==> src/rtl/twts_pkg.sv <==
// ----------------------------------------------------------------------------
// twts_pkg: shared types and codes for the two-way time sync slave
// Transaction structs, operation and phase codes, stamp format constants.
// ----------------------------------------------------------------------------
`default_nettype none

package twts_pkg;

	// default number of 16-bit words in a stamp
	localparam int STAMP_WORDS_DEF = 4;

	// operation codes
	localparam logic [1:0] OP_TICK    = 2'd0;
	localparam logic [1:0] OP_SYNC_WR = 2'd1;
	localparam logic [1:0] OP_TIME_RD = 2'd2;
	localparam logic [1:0] OP_REQUEST = 2'd3;

	// exchange phase codes
	localparam logic [2:0] PH_IDLE        = 3'd0;
	localparam logic [2:0] PH_WAIT_HOST   = 3'd1;
	localparam logic [2:0] PH_WAIT_FOLLOW = 3'd2;
	localparam logic [2:0] PH_WAIT_DOUT   = 3'd3;
	localparam logic [2:0] PH_WAIT_DIN    = 3'd4;

	typedef struct packed {
		logic [1:0]  operation;
		logic [63:0] stamp;
	} twts_in_t;

	typedef struct packed {
		logic               offset_valid;
		logic signed [63:0] offset;
		logic [63:0]        clock_now;
		logic [2:0]         sync_phase;
		logic               request_flag;
	} twts_out_t;

endpackage

`default_nettype wire

==> src/rtl/two_way_time_sync_slave.sv <==
// ----------------------------------------------------------------------------
// two_way_time_sync_slave: slave side of a two-way time sync exchange
// Keeps a local tick clock, captures t1/t1p/t2, and on the closing write
// applies offset = ((t1-t1p)-(t2-t2p))/2 (truncated toward zero).
// ----------------------------------------------------------------------------
//
//  channel | handshake            | payload    | one transaction
//  --------+----------------------+------------+-------------------------------
//  req     | req_valid/req_ready  | twts_in_t  | one operation with its stamp
//  rsp     | rsp_valid/rsp_ready  | twts_out_t | one result for each operation
//
//  one transaction per cycle unless rsp stalls; rsp_valid when req reaches result reg
//  the whole state update for an operation happens in the cycle it leaves
//  the input register, so back-to-back operations see each other's effects
//  arst_n clears the clock, the stamps, the phase and the request flag
//  a stalled rsp holds the result register; the input register still takes
//  one more transaction, then req_ready drops until rsp drains
//
`default_nettype none

module two_way_time_sync_slave
	import twts_pkg::*;
#(
	parameter int STAMP_WORDS = STAMP_WORDS_DEF
) (
	input  wire logic      clk,
	input  wire logic      arst_n,
	input  wire logic      req_valid,
	output logic           req_ready,
	input  wire twts_in_t  req_data,
	output logic           rsp_valid,
	input  wire logic      rsp_ready,
	output twts_out_t      rsp_data
);

	// stamp format: only the low STAMP_WORDS*16 bits are meaningful
	localparam int          STAMP_BITS = 16 * STAMP_WORDS;
	localparam logic [63:0] STAMP_MASK = {64{1'b1}} >> (64 - STAMP_BITS);

	// input register
	logic      in_valid_s1;
	twts_in_t  in_s1;

	// result register
	logic      out_valid_s2;
	twts_out_t out_s2;

	// exchange state
	logic [2:0]  phase_q;
	logic [63:0] clock_q;
	logic [63:0] t1p_q;      // local clock at the sync write
	logic [63:0] d1_q;       // t1 - t1p, formed once t1 is known
	logic [63:0] pre_q;      // (t1 - t1p) - t2, formed at the host read
	logic        request_q;

	// next-state values
	logic [2:0]  phase_d;
	logic [63:0] clock_d;
	logic [63:0] t1p_d;
	logic [63:0] d1_d;
	logic [63:0] pre_d;
	logic        request_d;
	logic        applied;
	logic [63:0] offset_d;

	logic [63:0] stamp_m;
	logic        present;
	logic [63:0] diff;
	logic        round_up;

	logic advance;

	// result register frees when empty or being taken
	assign advance   = !out_valid_s2 || rsp_ready;
	assign req_ready = !in_valid_s1 || advance;
	assign rsp_valid = out_valid_s2;
	assign rsp_data  = out_s2;

	always_ff @(posedge clk or negedge arst_n) begin
		if (!arst_n) begin
			in_valid_s1 <= 1'b0;
		end else if (req_ready) begin
			in_valid_s1 <= req_valid;
		end
	end

	always_ff @(posedge clk) begin
		if (req_valid && req_ready) begin
			in_s1 <= req_data;
		end
	end

	// stamp decode
	assign stamp_m = in_s1.stamp & STAMP_MASK;
	assign present = stamp_m[STAMP_BITS-1 -: 16] != 16'd0;

	// closing write: diff = (t1-t1p) - (t2-t2p) = pre + t2p
	// halving toward zero adds one back for negative odd differences,
	// folded into the clock adder as a carry in
	assign diff     = pre_q + stamp_m;
	assign round_up = diff[63] & diff[0];

	always_comb begin
		phase_d   = phase_q;
		clock_d   = clock_q;
		t1p_d     = t1p_q;
		d1_d      = d1_q;
		pre_d     = pre_q;
		request_d = request_q;
		applied   = 1'b0;
		offset_d  = 64'd0;
		case (in_s1.operation)
			OP_TICK: begin
				clock_d = clock_q + 64'd1;
			end
			OP_SYNC_WR: begin
				if (phase_q inside {PH_IDLE, PH_WAIT_HOST}) begin
					// capture t1p; take t1 at once when it came along
					t1p_d = clock_q;
					if (present) begin
						d1_d    = stamp_m - clock_q;
						phase_d = PH_WAIT_DOUT;
					end else begin
						phase_d = PH_WAIT_FOLLOW;
					end
				end else if (phase_q == PH_WAIT_FOLLOW) begin
					// follow-up carries t1 whatever its top word
					d1_d    = stamp_m - t1p_q;
					phase_d = PH_WAIT_DOUT;
				end else if (phase_q == PH_WAIT_DIN) begin
					// t2p arrives: apply the correction
					offset_d  = {diff[63], diff[63:1]} + {63'd0, round_up};
					clock_d   = clock_q + {diff[63], diff[63:1]} + {63'd0, round_up};
					applied   = 1'b1;
					phase_d   = PH_IDLE;
					request_d = 1'b0;
				end
			end
			OP_TIME_RD: begin
				if (phase_q == PH_WAIT_DOUT) begin
					// t2 is the local clock now
					pre_d   = d1_q - clock_q;
					phase_d = PH_WAIT_DIN;
				end
			end
			default: begin
				// sync request, from any phase
				request_d = 1'b1;
				phase_d   = PH_WAIT_HOST;
			end
		endcase
	end

	always_ff @(posedge clk or negedge arst_n) begin
		if (!arst_n) begin
			phase_q   <= PH_IDLE;
			clock_q   <= 64'd0;
			t1p_q     <= 64'd0;
			d1_q      <= 64'd0;
			pre_q     <= 64'd0;
			request_q <= 1'b0;
		end else if (in_valid_s1 && advance) begin
			phase_q   <= phase_d;
			clock_q   <= clock_d;
			t1p_q     <= t1p_d;
			d1_q      <= d1_d;
			pre_q     <= pre_d;
			request_q <= request_d;
		end
	end

	always_ff @(posedge clk or negedge arst_n) begin
		if (!arst_n) begin
			out_valid_s2 <= 1'b0;
		end else if (advance) begin
			out_valid_s2 <= in_valid_s1;
		end
	end

	always_ff @(posedge clk) begin
		if (in_valid_s1 && advance) begin
			out_s2.offset_valid <= applied;
			out_s2.offset       <= offset_d;
			out_s2.clock_now    <= clock_d;
			out_s2.sync_phase   <= phase_d;
			out_s2.request_flag <= request_d;
		end
	end

`ifndef SYNTHESIS
	// an applied offset always closes the exchange
	a_applied_closes: assert property (@(posedge clk) disable iff (!arst_n)
		out_valid_s2 && out_s2.offset_valid |->
			out_s2.sync_phase == PH_IDLE && !out_s2.request_flag)
		else $error("offset applied without closing the exchange");

	// no offset reported unless one was applied
	a_offset_zero: assert property (@(posedge clk) disable iff (!arst_n)
		out_valid_s2 && !out_s2.offset_valid |-> out_s2.offset == 64'd0)
		else $error("nonzero offset without offset_valid");

	// a held input moves into a free result register on the next edge
	a_moves_on: assert property (@(posedge clk) disable iff (!arst_n)
		in_valid_s1 && advance |=> out_valid_s2)
		else $error("input transaction lost between stages");

	// reported state matches the live state right after an update
	a_state_match: assert property (@(posedge clk) disable iff (!arst_n)
		in_valid_s1 && advance |=>
			out_s2.clock_now == clock_q && out_s2.sync_phase == phase_q &&
			out_s2.request_flag == request_q)
		else $error("result disagrees with exchange state");

	// input side stalls only with both stages full and the output blocked
	a_ready_rule: assert property (@(posedge clk) disable iff (!arst_n)
		!req_ready |-> in_valid_s1 && out_valid_s2 && !rsp_ready)
		else $error("req_ready dropped without backpressure");
`endif

endmodule

`default_nettype wire
==> config.mk <==
export PLATFORM = sky130hd
export DESIGN_NAME = two_way_time_sync_slave
export DESIGN_NICKNAME = d
export VERILOG_FILES = /design/src/rtl/twts_pkg.sv /design/src/rtl/two_way_time_sync_slave.sv
export SDC_FILE = /design/constraint.sdc
export NUM_CORES = 1
export LEC_CHECK = 0
export BUFFER_PORTS_ARGS = -buffer_cell sky130_fd_sc_hd__buf_4
export CAP_MARGIN = 20
export CORE_UTILIZATION = 50
export CTS_CLUSTER_DIAMETER = 150
export DETAILED_ROUTE_END_ITERATION = 10
export PLACE_DENSITY = 0.75
export SYNTH_ARGS = -nofsm -noshare
export SYNTH_HDL_FRONTEND = slang
export SYNTH_SLANG_ARGS = --single-unit
export TNS_END_PERCENT = 20
==> constraint.sdc <==
create_clock -name clk -period 8.3 [get_ports clk]
set_input_delay 2.075 -clock clk [delete_from_list [all_inputs] [get_ports clk]]
set_output_delay 2.075 -clock clk [all_outputs]
set_load 0.03 [all_outputs]
; Word level (Yosys, flattened, before mapping)
; Index checks and enable logic that the tools add are counted.
[word_totals]
in_bits = 70
mem_bits_ro = 0
output_inout_bits = 135
latchBits = 0
wordCells = 68
ff_bits = 461
ram_bits = 0
memories = 0
[op_classes]
n_lt_le_gt_ge = 0
shifts = 0
mul = 0
n_eq_ne = 7
div = 0
n_reduce_logical = 17
mux = 18
bitwise_logic = 3
addsub = 8
[ops]
columns = operator, n
row1 = 2-to-1 mux 64 bit, 6
row2 = subtractor 64 bit, 3
row3 = adder 64 bit, 2
row4 = case mux 64 bit (2 select lines), 1
row5 = adder 63 x 2 -> 64 bit, 1
row6 = adder 64 x 1 -> 64 bit, 1
row7 = adder 64 x 1 -> 64 bit (second input constant), 1
row8 = nonzero test 16 bit, 1
row9 = 2-to-1 mux 3 bit, 4
row10 = case mux 3 bit (3 select lines), 1
row11 = equality test 3 x 2 -> 1 bit (second input constant), 2
row12 = AND reduction 3 bit, 2
row13 = 2-to-1 mux 1 bit, 5
row14 = AND reduction 4 bit, 1
row15 = nonzero test 2 bit, 2
row16 = OR reduction 4 bit, 1
row17 = equality test 3 x 1 -> 1 bit (second input constant), 1
row18 = equality test 3 bit (second input constant), 1
row19 = logical NOT 3 bit, 1
row20 = OR reduction 3 bit, 1
row21 = equality test 2 x 1 -> 1 bit (second input constant), 1
row22 = equality test 2 bit (second input constant), 1
row23 = logical AND 1 bit, 2
row24 = logical NOT 1 bit, 2
row25 = 7 further kinds, 9

; Longest topological paths before layout
[logic_depth]
word_depth = 7
ltp_mapped = 27
depth_no_buf = 26

; Worst setup path before layout
; Ideal clock, no wire load.
[synth_path]
path_kind = input port to flip-flop
startpoint = in rsp_ready
endpoint = reg clock_q[25]
path_stages = 7
path_slack_ns = 1.062
path_buffers = 3
arrival_ns = 6.899
cell_sequence = nand2b_1 > nand2_1 > inv_1 > clkbuf_1 > buf_1 > clkbuf_1 > o21ai_0
[synth_via]
elab_chain_len = 2
[synth_lines]
columns = item, line
row1 = start: declaration, two_way_time_sync_slave.sv:32  ; input wire logic rsp_ready,
row2 = logical OR 1 bit, two_way_time_sync_slave.sv:74  ; assign advance = !out_valid_s2 || rsp_ready;
row3 = logical AND 1 bit, two_way_time_sync_slave.sv:162  ; end else if (in_valid_s1 && advance) begin
row4 = end signal: assignment, two_way_time_sync_slave.sv:164  ; clock_q <= clock_d;
row5 = end: declaration, two_way_time_sync_slave.sv:50  ; logic [63:0] clock_q;
; No other way between the ends.
; A chain may end at the register's enable or synchronous reset.

; Worst setup path after layout
[layout_path]
startpoint = reg in_s1, in the netlist stamp_m[4]
endpoint = reg clock_q[62]
[layout_via]
elab_chain_len = 7
elab_cells_between_ends = 8
[layout_lines]
columns = item, line
row1 = start: declaration, two_way_time_sync_slave.sv:42  ; twts_in_t in_s1;
row2 = start signal: assignment, two_way_time_sync_slave.sv:89  ; in_s1 <= req_data;
row3 = adder 64 bit (*), two_way_time_sync_slave.sv:100  ; assign diff = pre_q + stamp_m;
row4 = adder 64 bit or AND 1 bit (tied branches), "two_way_time_sync_slave.sv:133, two_way_time_sync_slave.sv:101"
row5 = adder 64 x 1 -> 64 bit (*), two_way_time_sync_slave.sv:133  ; clock_d = clock_q + {diff[63], diff[63:1]} + {63'd0, round_up};
row6 = 2-to-1 mux 64 bit (*), two_way_time_sync_slave.sv:130  ; end else if (phase_q == PH_WAIT_DIN) begin
row7 = 2-to-1 mux 64 bit (*), two_way_time_sync_slave.sv:126  ; end else if (phase_q == PH_WAIT_FOLLOW) begin
row8 = 2-to-1 mux 64 bit (*), two_way_time_sync_slave.sv:117  ; if (phase_q inside {PH_IDLE, PH_WAIT_HOST}) begin
row9 = case mux 64 bit (2 select lines) (*), two_way_time_sync_slave.sv:112  ; case (in_s1.operation)
row10 = net clock_d[62], two_way_time_sync_slave.sv:58  ; logic [63:0] clock_d;
; The timed path passes the listed nets; every way through them passes the cells marked *.

==> results_dict.tcl <==
set metrics [dict create \
    status "completed" \
    drcViolationCount 0 \
    tns_ps 0 \
    r2r_slack_ps 350 \
    p_comb_share_pct 68.0 \
    viasPerCell 6.34 \
    crit_type "flip-flop to flip-flop" \
    r2r_start "stamp_m[4]" \
    die_w_um 267 \
    die_h_um 267 \
    tritoncts "built" \
    hold_viol_final 0 \
    cts_inserted_buffers 54 \
    hold_path.class "flip-flop to flip-flop" \
    syn_area_sq_mm 0.0352 \
    synth-edff-count 199 \
    cts-resized-gates 0 \
    syn2layout_area_growth_pct 11.8 \
    cap_violations 0 \
    power_density_mw_per_mm2 494 \
    pwr-share-seq_pct 19.2 \
    core_area_sq_mm 0.0691 \
    ant_nets 0 \
    dpl.hpwl_um 91900 \
    grt_pass1_vias 30017 \
    cts_buffer_depth 3 \
    totalPowerFinal_mw 19.4 \
    syn_inst 4068 \
    ys_seq_area_share_pct 35.6 \
    syn-num-nets 4397 \
    p_int_mw 9.39 \
    worstPathRequired_ps 8820 \
    drive_gt1_share_pct 10.9 \
    fin_crit_sh_pct 95.7 \
    wirelength_um 120000 \
    setup.worst_path.end_class "flip-flop" \
    rows 96 \
    initial_core_util_pct 50.9 \
    async_flop_share_pct 56.8 \
    path_max_fanout 5 \
    switching_power_mw 10.0 \
    startpoint "stamp_m[4]" \
    floorplan.io_pins 205 \
    period_needed_ps 7950 \
    avgSynthCellArea_sq_um 8.64 \
    drv_slew 0 \
    vias 32672 \
    dieArea_sq_mm 0.0714 \
    p_clk_share_pct 12.8 \
    timing.rr.end "clock_q[62]" \
    ys_warn_count 0 \
    fill_cells 6268 \
    ir_worst_vdd_uv 239 \
    insertion_delay_ps 650 \
    cts_root_buf "clkbuf_16" \
    drtPass1Iterations 6 \
    grt_max_degree 151 \
    grtUsageTotal_pct 33.0 \
    final_nets 4503 \
    antenna_found_initial 1 \
    crit_arrival_ps 8470 \
    tightest_slew_ps 1150 \
    swShare_pct 51.6 \
    ctsHoldBuffers 0 \
    p_leak_nw 17.0 \
    yosys_register_bits 461 \
    cts.sinks 461 \
    io_buffers 204 \
    r2r_cells 26 \
    post-cts-setup-buffers 0 \
    finClkSkew_ps 32.1 \
    grt_pass1_wl_um 181000 \
    clkTransAtPathRegs_ps 60 \
    htree_levels 2 \
    startpoint_type "flip-flop" \
    relSlewSlack_pct 23.3 \
    cp-endpoint "clock_q[62]" \
    rsz0062_at_grt "no" \
    yosysUniqueCellTypes 103 \
    setup_viol_count_final 0 \
    fmax_mhz 126 \
    post_drt_wl_per_cell_um 23.3 \
    drt-initial-drc-count 3904 \
    gp_congestion 1.02 \
    ys_dominant_reg_cell "dfrtp_1" \
    grt_overflow 0 \
]
[cell usage after synthesis (19+ instances only)]
cell type / number / share of area (%)
a21oi_1: 379 / 5.4
o22ai_1: 28 / 0.50
inv_1: 154 / 1.6
o31ai_1: 33 / 0.70
xor2_1: 121 / 3.0
o21bai_1: 40 / 0.85
a31oi_1: 36 / 0.64
buf_2: 19 / 0.27
nor2_1: 258 / 2.8
o21a_1: 28 / 0.60
o211ai_1: 22 / 0.47
nor3_1: 75 / 1.1
clkbuf_1: 149 / 1.6
mux2_2: 35 / 1.1
a21o_1: 132 / 2.8
nand2_1: 508 / 5.4
nand4_1: 89 / 1.6
nand3_1: 112 / 1.6
and2_1: 34 / 0.60
a211oi_1: 25 / 0.53
ha_1: 254 / 9.0
or3_1: 25 / 0.44
nor2b_1: 31 / 0.55
edfxtp_1: 199 / 17
nand2b_1: 44 / 0.78
and3_1: 47 / 0.84
dfrtp_1: 262 / 19
o21ai_0: 384 / 5.5
nor4_1: 26 / 0.46
xnor2_1: 140 / 3.5
mux2i_1: 86 / 2.4
[cell usage in the layout, fill, tap and decap left out, drive strengths merged, types with 132 or more instances in the layout]
| cell type | synthesis | final |
|---|---|---|
| a21oi | 381 | 381 |
| ha | 254 | 254 |
| dfrtp | 262 | 262 |
| nand2 | 510 | 510 |
| inv | 154 | 160 |
| buf | 36 | 238 |
| xnor2 | 142 | 142 |
| nor2 | 258 | 258 |
| a21o | 132 | 132 |
| o21ai | 394 | 394 |
| edfxtp | 199 | 199 |
[layout make-up]
class / count / area [sq um] / share of cell area, %
Multi-Input combinational cell: 3263 / 21400 / 54.4
Sequential cell: 461 / 12500 / 31.9
Timing Repair Buffer: 238 / 1810 / 4.60
Clock buffer: 66 / 1450 / 3.68
Tap cell: 931 / 1160 / 2.96
Inverter: 156 / 593 / 1.51
Clock inverter: 36 / 360 / 0.917
Antenna cell: 2 / 5.00 / 0.0127
[power by group through the flow]
stage               registers, mW  logic, mW  clock network [mW]
finish                       3.72       13.2                2.48
global placement             3.71       12.7                   0
floorplan                    3.65       9.36                   0
global route                 3.79       14.3                2.58
CTS                          3.70       12.9                2.49
detailed placement           3.73       12.8                   0
[metrics by stage]
| step | setup WS [ps] | cells | instance area, sq um | hold slack, ps | util, % |
|---|---|---|---|---|---|
| 2_1_floorplan | 1060 | 4068 | 35200 | 443 | - |
| 3_3_place_gp | 768 | 5049 | 37500 | 454 | 54.3 |
| 3_5_place_dp | 544 | 5049 | 37500 | 469 | 54.3 |
| 4_1_cts | 493 | 5151 | 39300 | 482 | 56.9 |
| 5_1_grt | 42.0 | 5151 | 39300 | 492 | 56.9 |
| 6_report | 353 | 5153 | 39300 | 478 | 56.9 |
[critical path: stages, from the launching register on]
cell and delay (ps):
edfxtp_1 410, ha_1 390, a21oi_2 210, o21ai_2 140, o311a_1 430, or4_1 470
a22oi_1 590, a31o_2 350, o211ai_1 170, a2111oi_2 370, nor3b_2 140, nand2_1 140
fa_1 200, inv_1 60, fa_1 390, a21o_1 170, a21oi_1 260, o21ai_0 180
a311o_1 410, a21oi_1 380, o31ai_1 250, a21oi_1 370, o21ai_0 280, a221oi_1 350
xor2_1 180, o221ai_1 190, mux2_2 340
[logic make-up after synthesis]
family                     after synthesis  share of synthesized area, %
muxes                                  121                          3.57
adders and majority gates              259                          9.32
buffers and inverters                  344                          3.76
DFF                                    461                          35.6
and+or+nand+nor                       1334                          18.3
xor gates and xnor gates               263                          6.59
AOI/OAI and AO/OA                     1286                          22.8
[state kept, by name (all words and copies together), names as in the netlist]
signal	flops
stamp_m	64
rsp_data	133
d1_q	64
phase_q	3
in_s1	2
in_valid_s1	1
pre_q	64
rsp_valid	1
request_q	1
t1p_q	64
clock_q	64
[how the worst min path moves through the flow]
stage / endpoint / from / cells after the start / slack, ps
detailed placement: t1p_q[56] / t1p_q[56] / 2 / 470
global route: request_q / request_q / 2 / 490
CTS: t1p_q[45] / t1p_q[45] / 2 / 480
floorplan: d1_q[41] / d1_q[41] / 2 / 440
global placement: pre_q[21] / pre_q[21] / 2 / 450
finish: t1p_q[11] / t1p_q[11] / 2 / 480
[routing by layer]
layer | vias up | GRT usage (%) | part of all wire (%)
li1 | 15174 | - | -
met1 | 15593 | 47.7 | 43
met2 | 1671 | 49.8 | 43
met3 | 232 | 5.39 | 9.5
met4 | 2 | 11.3 | 3.5
met5 | - | 0 | 0.015
(Power assumes the default switching activity.)
